[config.mk]
export PLATFORM = sky130hd
export DESIGN_NAME = audio_noise_gate_core
export DESIGN_NICKNAME = d
export VERILOG_FILES = /design/src/design/ang_pkg.sv /design/src/design/ang_csr.sv /design/src/design/audio_noise_gate_core.sv
export VERILOG_INCLUDE_DIRS = /design/src /design/src/design
export SDC_FILE = /design/constraint.sdc
export NUM_CORES = 2
export LEC_CHECK = 0
export BUFFER_PORTS_ARGS = -buffer_cell sky130_fd_sc_hd__buf_2
export CELL_PAD_IN_SITES_DETAIL_PLACEMENT = 0
export CELL_PAD_IN_SITES_GLOBAL_PLACEMENT = 2
export CORE_ASPECT_RATIO = 0.6
export CORE_MARGIN = 2
export CORE_UTILIZATION = 42
export DETAILED_ROUTE_END_ITERATION = 10
export GPL_ROUTABILITY_DRIVEN = 0
export PLACE_DENSITY = 0.9
export REMOVE_ABC_BUFFERS = 1
export SLEW_MARGIN = 25
export SYNTH_ARGS = -nofsm -noshare
export SYNTH_HDL_FRONTEND = slang
export SYNTH_SLANG_ARGS = --single-unit
[constraint.sdc]
create_clock -name clock -period 17 [get_ports clock]
set_input_delay 2.55 -clock clock [delete_from_list [all_inputs] [get_ports clock]]
set_output_delay 2.55 -clock clock [all_outputs]
set_load 0.05 [all_outputs]
[src/design/audio_noise_gate_core_defines.svh]
// Assertion macros shared by the noise gate RTL.
`ifndef AUDIO_NOISE_GATE_CORE_DEFINES_SVH
`define AUDIO_NOISE_GATE_CORE_DEFINES_SVH

// Same-cycle implication, checked outside reset.
`define ANG_ASSERT_NOW(lbl, ante, cons, msg) \
   lbl: assert property (@(posedge clock) disable iff (reset) (ante) |-> (cons)) else $error(msg);

// Next-cycle implication, checked outside reset.
`define ANG_ASSERT_NEXT(lbl, ante, cons, msg) \
   lbl: assert property (@(posedge clock) disable iff (reset) (ante) |=> (cons)) else $error(msg);

`endif

[src/design/ang_pkg.sv]
// Types, constants and tables of the audio noise gate.
`default_nettype none
package ang_pkg;
   localparam int SAMPLE_BITS = 24;
   localparam logic [23:0] GAIN_ONE = 24'd8388608;
   localparam logic [23:0] GAIN_FLOOR = 24'd8389;
   localparam logic [31:0] DB_PER_OCTAVE_Q16 = 32'd394566;
   localparam logic [31:0] OCTAVE_PER_DB_Q16 = 32'd10885;
   localparam logic [16:0] LEVEL_FLOOR_MAG = 17'd51200;
   localparam logic [31:0] ONE_Q30 = 32'd1073741824;

   localparam logic [2:0] REG_ENABLE = 3'd0;
   localparam logic [2:0] REG_THRESHOLD = 3'd1;
   localparam logic [2:0] REG_SLOPE = 3'd2;
   localparam logic [2:0] REG_ATTACK = 3'd3;
   localparam logic [2:0] REG_RELEASE = 3'd4;

   typedef struct packed {
      logic enable;
      logic signed [15:0] threshold;
      logic [15:0] slope;
      logic [23:0] attack;
      logic [23:0] release_c;
   } cfg_type;

   typedef enum logic [11:0] {
      ST_IDLE   = 12'b0000_0000_0001,
      ST_NORM   = 12'b0000_0000_0010,
      ST_SQ     = 12'b0000_0000_0100,
      ST_L2     = 12'b0000_0000_1000,
      ST_CMP    = 12'b0000_0001_0000,
      ST_GMUL   = 12'b0000_0010_0000,
      ST_EXP    = 12'b0000_0100_0000,
      ST_SHIFT  = 12'b0000_1000_0000,
      ST_SM1    = 12'b0001_0000_0000,
      ST_SM2    = 12'b0010_0000_0000,
      ST_OUTM   = 12'b0100_0000_0000,
      ST_FINISH = 12'b1000_0000_0000
   } state_type;

   function automatic logic [31:0] exp2_frac(input logic [3:0] idx);
      logic [31:0] v;
      case (idx)
         4'd0: v = 32'd1518500250;
         4'd1: v = 32'd1276901417;
         4'd2: v = 32'd1170923762;
         4'd3: v = 32'd1121280436;
         4'd4: v = 32'd1097253708;
         4'd5: v = 32'd1085434106;
         4'd6: v = 32'd1079572136;
         4'd7: v = 32'd1076653033;
         4'd8: v = 32'd1075196443;
         4'd9: v = 32'd1074468888;
         4'd10: v = 32'd1074105294;
         4'd11: v = 32'd1073923544;
         4'd12: v = 32'd1073832680;
         4'd13: v = 32'd1073787251;
         4'd14: v = 32'd1073764537;
         default: v = 32'd1073753181;
      endcase
      return v;
   endfunction
endpackage
`default_nettype wire

[src/design/ang_csr.sv]
// Configuration register file of the noise gate with its APB-style port.
`default_nettype none
module ang_csr
   import ang_pkg::*;
(
   input  wire logic        clock,
   input  wire logic        reset,
   input  wire logic        csr_psel,
   input  wire logic        csr_penable,
   input  wire logic        csr_pwrite,
   input  wire logic [4:0]  csr_paddr,
   input  wire logic [31:0] csr_pwdata,
   output logic [31:0]      csr_prdata,
   output logic             csr_pready,
   output cfg_type          cfg
);
   cfg_type cfg_ff, cfg_in;
   logic    wr;

   assign csr_pready = 1'b1;
   assign wr = csr_psel & csr_penable & csr_pwrite;
   assign cfg = cfg_ff;

   always_comb begin
      cfg_in = cfg_ff;
      if (wr) begin
         unique case (csr_paddr[4:2])
            REG_ENABLE: cfg_in.enable = csr_pwdata[0];
            REG_THRESHOLD: cfg_in.threshold = csr_pwdata[15:0];
            REG_SLOPE: cfg_in.slope = csr_pwdata[15:0];
            REG_ATTACK: cfg_in.attack = csr_pwdata[23:0];
            REG_RELEASE: cfg_in.release_c = csr_pwdata[23:0];
            default: cfg_in = cfg_ff;
         endcase
      end
   end

   always_comb begin
      unique case (csr_paddr[4:2])
         REG_ENABLE: csr_prdata = {31'd0, cfg_ff.enable};
         REG_THRESHOLD: csr_prdata = {16'd0, cfg_ff.threshold};
         REG_SLOPE: csr_prdata = {16'd0, cfg_ff.slope};
         REG_ATTACK: csr_prdata = {8'd0, cfg_ff.attack};
         REG_RELEASE: csr_prdata = {8'd0, cfg_ff.release_c};
         default: csr_prdata = 32'd0;
      endcase
   end

   always_ff @(posedge clock) begin
      if (reset) begin
         cfg_ff.enable <= 1'b0;
         cfg_ff.threshold <= -16'sd12800;
         cfg_ff.slope <= 16'd58982;
         cfg_ff.attack <= 24'd16742300;
         cfg_ff.release_c <= 24'd16773721;
      end else begin
         cfg_ff <= cfg_in;
      end
   end
endmodule
`default_nettype wire

[src/design/audio_noise_gate_core.sv]
// Top level of the audio noise gate: sequencer and shared multiplier datapath.
`default_nettype none
`include "audio_noise_gate_core_defines.svh"
// The gate takes one signed Q1.23 sample per word and returns the gated sample and the
// smoothed Q1.23 gain. From acceptance to its result a gated sample passes through
// normalization, 16 squaring steps for the log2 fraction, the dB conversion and threshold
// compare, 16 steps of the exp2 product, the shift, two smoothing steps and the output
// scaling; every step but normalization and the shift is one pass through the single
// shared 34x32 multiplier. A sample at or above threshold skips the exp2 steps, and with
// the gate disabled the sample goes straight to the result. One sample is held at a time;
// a finished result waits in the output register while the next sample may be accepted.
module audio_noise_gate_core
   import ang_pkg::*;
(
   input  wire logic        clock,
   input  wire logic        reset,
   input  wire logic        req_tvalid,
   output logic             req_tready,
   input  wire logic [23:0] req_tdata,   // [23:0] sample_in
   output logic             rsp_tvalid,
   input  wire logic        rsp_tready,
   output logic [47:0]      rsp_tdata,   // [23:0] sample_out, [47:24] gain_out
   input  wire logic        csr_psel,
   input  wire logic        csr_penable,
   input  wire logic        csr_pwrite,
   input  wire logic [4:0]  csr_paddr,
   input  wire logic [31:0] csr_pwdata,
   output logic [31:0]      csr_prdata,
   output logic             csr_pready
);
   cfg_type cfg;

   ang_csr u_csr (
      .clock(clock), .reset(reset),
      .csr_psel(csr_psel), .csr_penable(csr_penable), .csr_pwrite(csr_pwrite),
      .csr_paddr(csr_paddr), .csr_pwdata(csr_pwdata), .csr_prdata(csr_prdata),
      .csr_pready(csr_pready), .cfg(cfg)
   );

   state_type state_ff, state_in;
   logic [23:0] raw_ff, raw_in, mag_ff, mag_in;
   logic neg_ff, neg_in;
   logic [4:0] e_ff, e_in;
   logic [31:0] m_ff, m_in, p_ff, p_in;
   logic [15:0] frac_ff, frac_in;
   logic [3:0] cnt_ff, cnt_in;
   logic signed [17:0] lvl_ff, lvl_in;
   logic [33:0] r_ff, r_in;
   logic [23:0] g_ff, g_in, target_ff, target_in, gain_ff, gain_in, c_ff, c_in;
   logic [47:0] acc_ff, acc_in;
   logic rsp_valid_ff, rsp_valid_in;
   logic [47:0] rsp_data_ff, rsp_data_in;
   logic [23:0] res_sample_ff, res_sample_in;

   logic [33:0] mul_a;
   logic [31:0] mul_b;
   logic [65:0] prod;
   logic req_fire, slot_free;
   logic [4:0] lead;
   logic [31:0] sq;
   logic [20:0] nl2;
   logic [40:0] lvl_sum;
   logic [16:0] lvl_mag;
   logic signed [17:0] diff;
   logic [15:0] h;
   logic [8:0] n;
   logic [4:0] shamt;
   logic [49:0] sm_sum;
   logic [23:0] gfl;
   logic [48:0] ym_sum;
   logic [24:0] ym;

   assign req_fire = req_tvalid & req_tready;
   assign req_tready = (state_ff == ST_IDLE);
   assign slot_free = ~rsp_valid_ff | rsp_tready;
   assign rsp_tvalid = rsp_valid_ff;
   assign rsp_tdata = rsp_data_ff;
   assign prod = {32'd0, mul_a} * {34'd0, mul_b};

   always_comb begin
      lead = 5'd0;
      for (int i = 0; i < SAMPLE_BITS; i++) begin
         if (mag_ff[i]) lead = 5'(i);
      end
   end

   assign sq = prod[61:30];
   assign nl2 = {5'd23 - e_ff, 16'd0} - {5'd0, frac_ff};
   assign lvl_sum = prod[40:0] + 41'h0FFFFFF;
   assign lvl_mag = (lvl_sum[40:24] > LEVEL_FLOOR_MAG) ? LEVEL_FLOOR_MAG : lvl_sum[40:24];
   assign diff = {{2{cfg.threshold[15]}}, cfg.threshold} - lvl_ff;
   assign h = 16'd0 - g_ff[15:0];
   assign n = {1'b0, g_ff[23:16]} + {8'd0, (g_ff[15:0] != 16'd0)};
   assign shamt = n[4:0] + 5'd7;
   assign sm_sum = {2'b0, acc_ff} + prod[49:0] + 50'd8388608;
   assign gfl = (gain_ff < GAIN_FLOOR) ? GAIN_FLOOR : gain_ff;
   assign ym_sum = prod[48:0] + 49'd4194304;
   assign ym = ym_sum[47:23];

   always_comb begin
      mul_a = 34'd0;
      mul_b = 32'd0;
      unique case (state_ff)
         ST_SQ: begin
            mul_a = {2'd0, m_ff};
            mul_b = m_ff;
         end
         ST_L2: begin
            mul_a = {13'd0, nl2};
            mul_b = DB_PER_OCTAVE_Q16;
         end
         ST_CMP: begin
            mul_a = {16'd0, diff};
            mul_b = {16'd0, cfg.slope};
         end
         ST_GMUL: begin
            mul_a = r_ff;
            mul_b = OCTAVE_PER_DB_Q16;
         end
         ST_EXP: begin
            mul_a = {2'd0, p_ff};
            mul_b = h[4'd15 - cnt_ff] ? exp2_frac(cnt_ff) : ONE_Q30;
         end
         ST_SM1: begin
            mul_a = {10'd0, (target_ff < gain_ff) ? cfg.attack : cfg.release_c};
            mul_b = {8'd0, gain_ff};
         end
         ST_SM2: begin
            mul_a = 34'h1000000 - {10'd0, c_ff};
            mul_b = {8'd0, target_ff};
         end
         ST_OUTM: begin
            mul_a = {10'd0, mag_ff};
            mul_b = {8'd0, gfl};
         end
         default: begin
            mul_a = 34'd0;
            mul_b = 32'd0;
         end
      endcase
   end

   always_comb begin
      state_in = state_ff;
      raw_in = raw_ff;
      mag_in = mag_ff;
      neg_in = neg_ff;
      e_in = e_ff;
      m_in = m_ff;
      p_in = p_ff;
      frac_in = frac_ff;
      cnt_in = cnt_ff;
      lvl_in = lvl_ff;
      r_in = r_ff;
      g_in = g_ff;
      target_in = target_ff;
      gain_in = gain_ff;
      c_in = c_ff;
      acc_in = acc_ff;
      res_sample_in = res_sample_ff;
      rsp_valid_in = rsp_valid_ff & ~rsp_tready;
      rsp_data_in = rsp_data_ff;
      unique case (state_ff)
         ST_IDLE: begin
            if (req_fire) begin
               raw_in = req_tdata;
               neg_in = req_tdata[23];
               mag_in = req_tdata[23] ? 24'd0 - req_tdata : req_tdata;
               res_sample_in = req_tdata;
               state_in = cfg.enable ? ST_NORM : ST_FINISH;
            end
         end
         ST_NORM: begin
            cnt_in = 4'd0;
            frac_in = 16'd0;
            e_in = lead;
            m_in = {8'd0, mag_ff} << (5'd30 - lead);
            if (mag_ff == 24'd0) begin
               lvl_in = -18'sd51200;
               state_in = ST_CMP;
            end else begin
               state_in = ST_SQ;
            end
         end
         ST_SQ: begin
            frac_in = {frac_ff[14:0], sq[31]};
            m_in = sq[31] ? {1'b0, sq[31:1]} : sq;
            cnt_in = cnt_ff + 4'd1;
            if (cnt_ff == 4'd15) state_in = ST_L2;
         end
         ST_L2: begin
            lvl_in = (e_ff == 5'd23) ? 18'sd0 : -$signed({1'b0, lvl_mag});
            state_in = ST_CMP;
         end
         ST_CMP: begin
            r_in = prod[33:0];
            if (lvl_ff < $signed({{2{cfg.threshold[15]}}, cfg.threshold})) begin
               state_in = ST_GMUL;
            end else begin
               target_in = GAIN_ONE;
               state_in = ST_SM1;
            end
         end
         ST_GMUL: begin
            g_in = prod[47:24];
            p_in = ONE_Q30;
            cnt_in = 4'd0;
            state_in = ST_EXP;
         end
         ST_EXP: begin
            p_in = prod[61:30];
            cnt_in = cnt_ff + 4'd1;
            if (cnt_ff == 4'd15) state_in = ST_SHIFT;
         end
         ST_SHIFT: begin
            target_in = (n > 9'd24) ? 24'd0 : 24'(p_ff >> shamt);
            state_in = ST_SM1;
         end
         ST_SM1: begin
            c_in = (target_ff < gain_ff) ? cfg.attack : cfg.release_c;
            acc_in = prod[47:0];
            state_in = ST_SM2;
         end
         ST_SM2: begin
            gain_in = sm_sum[47:24];
            state_in = ST_OUTM;
         end
         ST_OUTM: begin
            res_sample_in = neg_ff ? 24'd0 - ym[23:0] : ym[23:0];
            state_in = ST_FINISH;
         end
         ST_FINISH: begin
            if (slot_free) begin
               rsp_valid_in = 1'b1;
               rsp_data_in = {gain_ff, res_sample_ff};
               state_in = ST_IDLE;
            end
         end
         default: state_in = ST_IDLE;
      endcase
   end

   always_ff @(posedge clock) begin
      if (reset) begin
         state_ff <= ST_IDLE;
         rsp_valid_ff <= 1'b0;
         gain_ff <= GAIN_ONE;
      end else begin
         state_ff <= state_in;
         rsp_valid_ff <= rsp_valid_in;
         gain_ff <= gain_in;
      end
   end

   always_ff @(posedge clock) begin
      raw_ff <= raw_in;
      mag_ff <= mag_in;
      neg_ff <= neg_in;
      e_ff <= e_in;
      m_ff <= m_in;
      p_ff <= p_in;
      frac_ff <= frac_in;
      cnt_ff <= cnt_in;
      lvl_ff <= lvl_in;
      r_ff <= r_in;
      g_ff <= g_in;
      target_ff <= target_in;
      c_ff <= c_in;
      acc_ff <= acc_in;
      res_sample_ff <= res_sample_in;
      rsp_data_ff <= rsp_data_in;
   end

   `ANG_ASSERT_NEXT(a_busy_after_accept, req_fire, state_ff != ST_IDLE, "idle after accept")
   `ANG_ASSERT_NOW(a_gain_bounded, 1'b1, gain_ff <= GAIN_ONE, "gain above one")
   `ANG_ASSERT_NEXT(a_finish_holds, (state_ff == ST_FINISH) && rsp_valid_ff && !rsp_tready, state_ff == ST_FINISH, "result overwritten")
   `ANG_ASSERT_NOW(a_bypass_raw, (state_ff == ST_FINISH) && !cfg.enable, res_sample_ff == raw_ff, "bypass altered sample")
endmodule
`default_nettype wire
## Word-level counts from Yosys, hierarchy flattened

Memories as Yosys holds them, arrays and structs flattened. A register that Yosys moved wholly into a read port is not among the register bits.
Cells that the tools add are included.
W data, S select, Z words.

| operators by class | value |
|---|---|
| eq/ne operators | 24 |
| multiplexer cells | 58 |
| multipliers | 1 |
| div/mod/pow operators | 0 |
| magnitude comparators | 6 |
| shift-type cells | 2 |
| reductions and logical operators | 22 |
| bitwise operators | 7 |
| $add $sub $neg | 17 |

Operators with widths:

| cell | number |
|---|---|
| $pmux W34 S8 | 1 |
| $pmux W32 S8 | 1 |
| $mux W24 | 6 |
| $pmux W12 S12 | 1 |
| $pmux W32 S2 | 2 |
| $pmux W24 S5 | 1 |
| $mux W5 | 23 |
| $pmux W24 S2 | 2 |
| $mul A34 B32 Y62 | 1 |
| $mux W12 | 5 |
| $add A48 B24 Y48 const B | 1 |
| $add A48 B48 Y48 | 1 |
| $sub A1 B24 Y24 const A | 2 |
| $add A47 B23 Y47 const B | 1 |
| $add A41 B24 Y41 const B | 1 |
| $mux W18 | 2 |
| $pmux W18 S2 | 1 |
| $mux W32 | 1 |
| $pmux W16 S2 | 1 |
| $shl A24 B5 Y32 | 1 |
| $shr A32 B5 Y24 | 1 |
| $mux W31 | 1 |
| $sub A25 B24 Y26 const A | 1 |
| $logic_not A24 Y1 | 1 |
| other kinds (50) | 78 |

| storage, ports and cells | value |
|---|---|
| memory bits (read-only) | 464 |
| register bits | 476 |
| latch bits | 0 |
| output and inout bits | 83 |
| word-level logic and storage cells | 162 |
| RAM bits | 0 |
| memories kept | 1 |

Memory list:

| memory | words | width | read ports | clocked after memory_dff | write ports | RTL line | source |
|---|---|---|---|---|---|---|---|
| (name not given) | 16 | 29 | 1 | 1 | 0 | ang_pkg.sv:43 | `case (idx)` |

## Depth between registers and ports, before layout

| logic depth | value |
|---|---|
| word-level depth | 26 |
| depth in mapped cells | 58 |
| mapped depth without buffers | 55 |

## Hierarchy

A second synthesis with hierarchy kept.

| unflattened totals | value |
|---|---|
| cell total of the unflattened synthesis | 7,241 |
| area, all modules | 66,347.4 µm² |

By module, submodules not included:

| module | area each (µm²) | times used | sequential area each (µm²) | cells each |
|---|---|---|---|---|
| audio_noise_gate_core | 62,466.2 | 1 | 12,071.6 | 6,811 |
| ang_csr | 3,881.2 | 1 | 1,621.6 | 430 |

## Worst setup path after synthesis

Ideal clock, no wire load.

| timing path | value |
|---|---|
| path kind | register to register |
| start point | reg state_ff[0] |
| end point | reg gain_ff[23] |
| data arrival time | 13.419 ns |
| setup slack | 3.454 ns |
| data required time | 16.873 ns |
| cell stages (with the launch flop) | 49 |
| cell sequence | dfxtp_1 clkbuf_1 nor4_1 nand3_1 or3_1 inv_1 clkbuf_1 clkbuf_1 a21o_1 a21oi_1 clkbuf_1 nor2_1 fa_1 fa_1 fa_1 inv_1 fa_1 inv_1 [13 not listed] xor2_1 clkinv_1 ha_1 ha_1 and3_1 nand2_1 nor3_1 nor2_1 nand3_1 a211oi_1 nand4b_1 o221ai_1 a211o_1 o21bai_2 a21o_1 and2_1 nand4_1 or3b_1 |

| on the way | value |
|---|---|
| longest elaborated chain between the ends | 5 |

Ends and longest elaborated chain:

| what | RTL line | source |
|---|---|---|
| start: declaration | audio_noise_gate_core.sv:40 | `state_type state_ff, state_in;` |
| start signal: assignment | audio_noise_gate_core.sv:249 | `state_ff <= state_in;` |
| $eq A12 B11 Y1, or another cell as far along | audio_noise_gate_core.sv:103 | `unique case (state_ff)` |
| $pmux W34 S8 / $pmux W32 S8 (equally long branches) | audio_noise_gate_core.sv:103 |  |
| $mul A34 B32 Y62 (*) | audio_noise_gate_core.sv:78 | `assign prod = {32'd0, mul_a} * {34'd0, mul_b};` |
| net prod[26] | audio_noise_gate_core.sv:57 | `logic [65:0] prod;` |
| $add A48 B48 Y48 (*) | audio_noise_gate_core.sv:95 | `assign sm_sum = {2'b0, acc_ff} + prod[49:0] + 50'd8388608;` |
| $add A48 B24 Y48 (*) | audio_noise_gate_core.sv:95 |  |
| end signal: assignment | audio_noise_gate_core.sv:251 | `gain_ff <= gain_in;` |
| end: declaration | audio_noise_gate_core.sv:49 | `logic [23:0] g_ff, g_in, target_ff, target_in, gain_ff, gain_in, c_ff, c_in;` |

The timed path passes the listed nets; every way through them passes the cells marked *.
A chain may end at the register's enable or synchronous reset.

## Worst setup path in the final report

| timing path | value |
|---|---|
| start point | reg g_ff[0] |
| end point | reg lvl_ff[14] (data pin) |

| on the way | value |
|---|---|
| longest elaborated chain between the ends | 12 |

Ends and longest elaborated chain:

| what | RTL line | source |
|---|---|---|
| start: declaration | audio_noise_gate_core.sv:49 |  |
| start signal: assignment | audio_noise_gate_core.sv:266 | `g_ff <= g_in;` |
| $sub A1 B16 Y16 (*) | audio_noise_gate_core.sv:92 | `assign h = 16'd0 - g_ff[15:0];` |
| $bmux W1 S4 (*) | audio_noise_gate_core.sv:122 | `mul_b = h[4'd15 - cnt_ff] ? exp2_frac(cnt_ff) : ONE_Q30;` |
| $mux W1 (implied by the code) (*) | audio_noise_gate_core.sv:122 |  |
| $mux W32 (*) | audio_noise_gate_core.sv:122 |  |
| $pmux W32 S8 (*) | audio_noise_gate_core.sv:103 |  |
| $mul A34 B32 Y62 (*) | audio_noise_gate_core.sv:78 |  |
| net prod[36] | audio_noise_gate_core.sv:57 |  |
| $add A41 B24 Y41 (*) | audio_noise_gate_core.sv:89 | `assign lvl_sum = prod[40:0] + 41'h0FFFFFF;` |
| $gt A17 B16 Y1 | audio_noise_gate_core.sv:90 | `assign lvl_mag = (lvl_sum[40:24] > LEVEL_FLOOR_MAG) ? LEVEL_FLOOR_MAG : lvl_sum[40:24];` |
| $mux W17 (*) | audio_noise_gate_core.sv:90 |  |
| $neg A17 Y18 (*) | audio_noise_gate_core.sv:192 | `lvl_in = (e_ff == 5'd23) ? 18'sd0 : -$signed({1'b0, lvl_mag});` |
| $mux W18 (*) | audio_noise_gate_core.sv:192 |  |
| $pmux W18 S2 (*) | audio_noise_gate_core.sv:163 | `unique case (state_ff)` |
| end signal: assignment | audio_noise_gate_core.sv:264 | `lvl_ff <= lvl_in;` |
| end: declaration | audio_noise_gate_core.sv:47 | `logic signed [17:0] lvl_ff, lvl_in;` |

The timed path passes the listed nets; every way through them passes the cells marked *. The select of a mux whose other input is x is not followed.

==> metrics.yaml <==
clock_network:
  hold_buffers: 0
  path_clk_slew_ns: 0.07
  cts_buffer_depth: 3
  cts_setup_buffers: 0
  cts.htree.levels: 2
  clkLatencyLatePin_ns: 0.63
  cts.sinks: 505
  tritoncts: "yes"
  ctsResizeCount: 0
  cts_root_buffer: "clkbuf_16"
  numCtsBuffers: 45
timing:
  clock_skew_ns: 0.0353
  tightest_slew_ns: 1.31
  finalSetupTns_ns: 0
  rsz0062_at_grt: "false"
  setup_violations: 0
  fmax_mhz: 62.6
  slew_viol_final: 0
  finalCritPeriodShare_pct: 93.9
  period_minus_slack_ns: 15.97
  relSlewSlack_pct: 13.0
  hold_violations: 0
route:
  first_iter_violations: 8393
  antenna_left: 0
  drt-vias-per-instance: 5.90
  num_vias: 56500
  firstDrtPassIters: 10
  wl_per_cell_um: 27.2
  drc: 0
  drt-total-wl_um: 260000
synthesis:
  postSynthAreaPerCell_um2: 8.94
  synth_xor_xnor_area_share_pct: 2.98
  synth_cells: 7372
  netlist_area_um2: 65900
  synth-edff-count: 358
  synth_cell_types: 104
  synth_top_family_by_area: "adder cells"
  async_flop_share_pct: 0
  ys_warn_count: 0
  synthMuxAreaShare_pct: 2.68
  synth-simple-area-share_pct: 16.5
  synth_flop_cell: "edfxtp_1"
  ys_seq_area_share_pct: 20.8
  synth-compound-area-share_pct: 11.5
  synth-adder-area-share_pct: 36.6
  ys_seq_elements: 505
setup_path:
  worstPathRequired_ns: 17.43
  cp_common_cell: "fa_1"
  slowest_stage: "o211ai_1"
  crit_path_end_kind: "register"
  crit_path_max_fanout: 29
  critPathBufInv: 5
  startpoint_type: "register"
  startpoint: "g_ff[0]"
  crit_family: "simple AND/OR/NAND/NOR gates"
  cp.arrival_ns: 16.40
  r2r_start: "g_ff[0]"
  max_stage_delay_ns: 0.97
  crit_type: "reg -> reg"
layout:
  drive_gt1_share_pct: 8.39
  finalNetCount: 8844
  syn_to_final_growth_pct: 8.53
floorplan:
  fp.dieW_um: 515
  die-height_um: 311
  initial_core_util_pct: 42.3
  fp-row-count: 112
  pin_count: 151
  die_area_um2: 160000
  core_area_um2: 156000
power:
  power_mw: 3.17
  power_per_cell_area_nw_per_um2: 44.4
  leakage_nw: 30.8
  ir_worst_vdd_mv: 0.0814
placed_design:
  port_buffers: 131
  dpl.hpwl_um: 212000
global_route:
  grt_max_degree: 58
  antenna_found_initial: 26
  track_usage_pct: 32.2
  grt_first_pass_wirelength_um: 376000
  grt_pass1_vias: 53600
  overflow: 0
hold_path:
  hold_path.startpoint: "res_sample_ff[14]"
  holdCritPathClass: "reg -> reg"
flow_run:
  drv_cap: 0
run_status:
  status: "complete, no violations"
==> cells in the mapped netlist, types with 64 or more instances <==
| cell | n | area (um^2) |
|---|---|---|
| inv_1 | 1145 | 4300 |
| nand2_1 | 1043 | 3920 |
| fa_1 | 952 | 19100 |
| nor2_1 | 749 | 2810 |
| ha_1 | 407 | 5090 |
| edfxtp_1 | 358 | 10800 |
| clkbuf_1 | 343 | 1290 |
| a21oi_1 | 281 | 1410 |
| o21ai_0 | 212 | 1060 |
| xnor2_1 | 150 | 1310 |
| dfxtp_1 | 147 | 2940 |
| nand3_1 | 129 | 646 |
| a21o_1 | 89 | 668 |
| nor3_1 | 89 | 445 |
| and2_1 | 80 | 500 |
| mux2i_1 | 80 | 801 |
| nand2b_1 | 66 | 413 |
| xor2_1 | 64 | 561 |
==> registers in the layout, indices dropped and copies added (netlist names), named ones only <==
register       count
lvl_ff            18
u_csr.cfg         81
acc_ff            48
e_ff               5
target_ff         24
cnt_ff             4
r_ff              34
gain_ff           24
rsp_tdata         48
p_ff              32
m_ff              32
res_sample_ff     24
rsp_tvalid         1
mag_ff            24
c_ff              24
g_ff              24
frac_ff           16
state_ff          12
neg_ff             1
==> cell families after synthesis <==
logic type	count (synthesis)
compound gates	1126
flops	505
buf+inv	1551
other cells	2
xor+xnor	219
fa+ha+maj	1359
mux	139
simple gates	2471
==> stage by stage <==
stage | cell area, um^2 | instances | worst slack, ns | util [%] | hold WS, ns
after floorplan | 64600 | 7029 | 1.97 | - | 0.400
after detailed placement | 70000 | 9477 | 1.59 | 44.9 | 0.406
after global placement | 69900 | 9473 | 1.73 | 44.9 | 0.403
after CTS | 71400 | 9560 | 1.51 | 45.9 | 0.421
after global routing | 71500 | 9562 | 0.634 | 45.9 | 0.427
final | 71500 | 9575 | 1.03 | 45.9 | 0.420
==> cells in the final DEF, fill, tap and decap left out, drive strengths merged, types with 35 or more instances in the layout <==
| cell | n |
|---|---|
| buf | 340 |
| and2 | 81 |
| edfxtp | 358 |
| xor2 | 66 |
| or2 | 35 |
| nor3 | 93 |
| nor2 | 749 |
| o21ai | 227 |
| a21o | 89 |
| a22oi | 54 |
| inv | 1151 |
| mux2i | 80 |
| nand4 | 49 |
| a21oi | 282 |
| nand2 | 1043 |
| conb | 54 |
| a211oi | 55 |
| nand3 | 130 |
| a221oi | 41 |
| nand2b | 66 |
| ha | 407 |
| nor2b | 48 |
| clkbuf | 60 |
| dfxtp | 147 |
| xnor2 | 152 |
| a31oi | 44 |
| nor4 | 45 |
| fa | 952 |
| o211ai | 41 |
==> power breakdown <==
group          total, mW  leakage (nW)  internal (mW)  switching (mW)
registers           1.40          4.45           1.35          0.0459
logic              0.689          25.7          0.240           0.449
clock network       1.09         0.707          0.563           0.526
total               3.17          30.8           2.15            1.02
==> area by class of cell <==
cell class	instances	area, um^2
clock buffer	59	1240
fill	15100	84200
multi-input combinational	5368	47100
inverter	1156	4340
antenna	13	32.5
clock inverter	24	205
tap	2109	2640
timing repair buffer	341	2270
sequential	505	13700
==> worst paths after layout <==
path                                 endpoint  slack (ns)  cells past startpoint
worst max-delay path               lvl_ff[14]        1.03                     43
worst min-delay path            rsp_tdata[14]        0.42                      0
worst max register to register     lvl_ff[14]        1.03                     43
worst min register to register  rsp_tdata[14]        0.42                      0
==> per-layer routing <==
metal,routed length (um),up-vias,GRT usage (%)
li1,-,24100,-
met1,114000,28400,50.2
met2,94700,3556,40.0
met3,43200,397,13.8
met4,7100,20,6.97
met5,925,-,2.20
(Power assumes the default switching activity.)
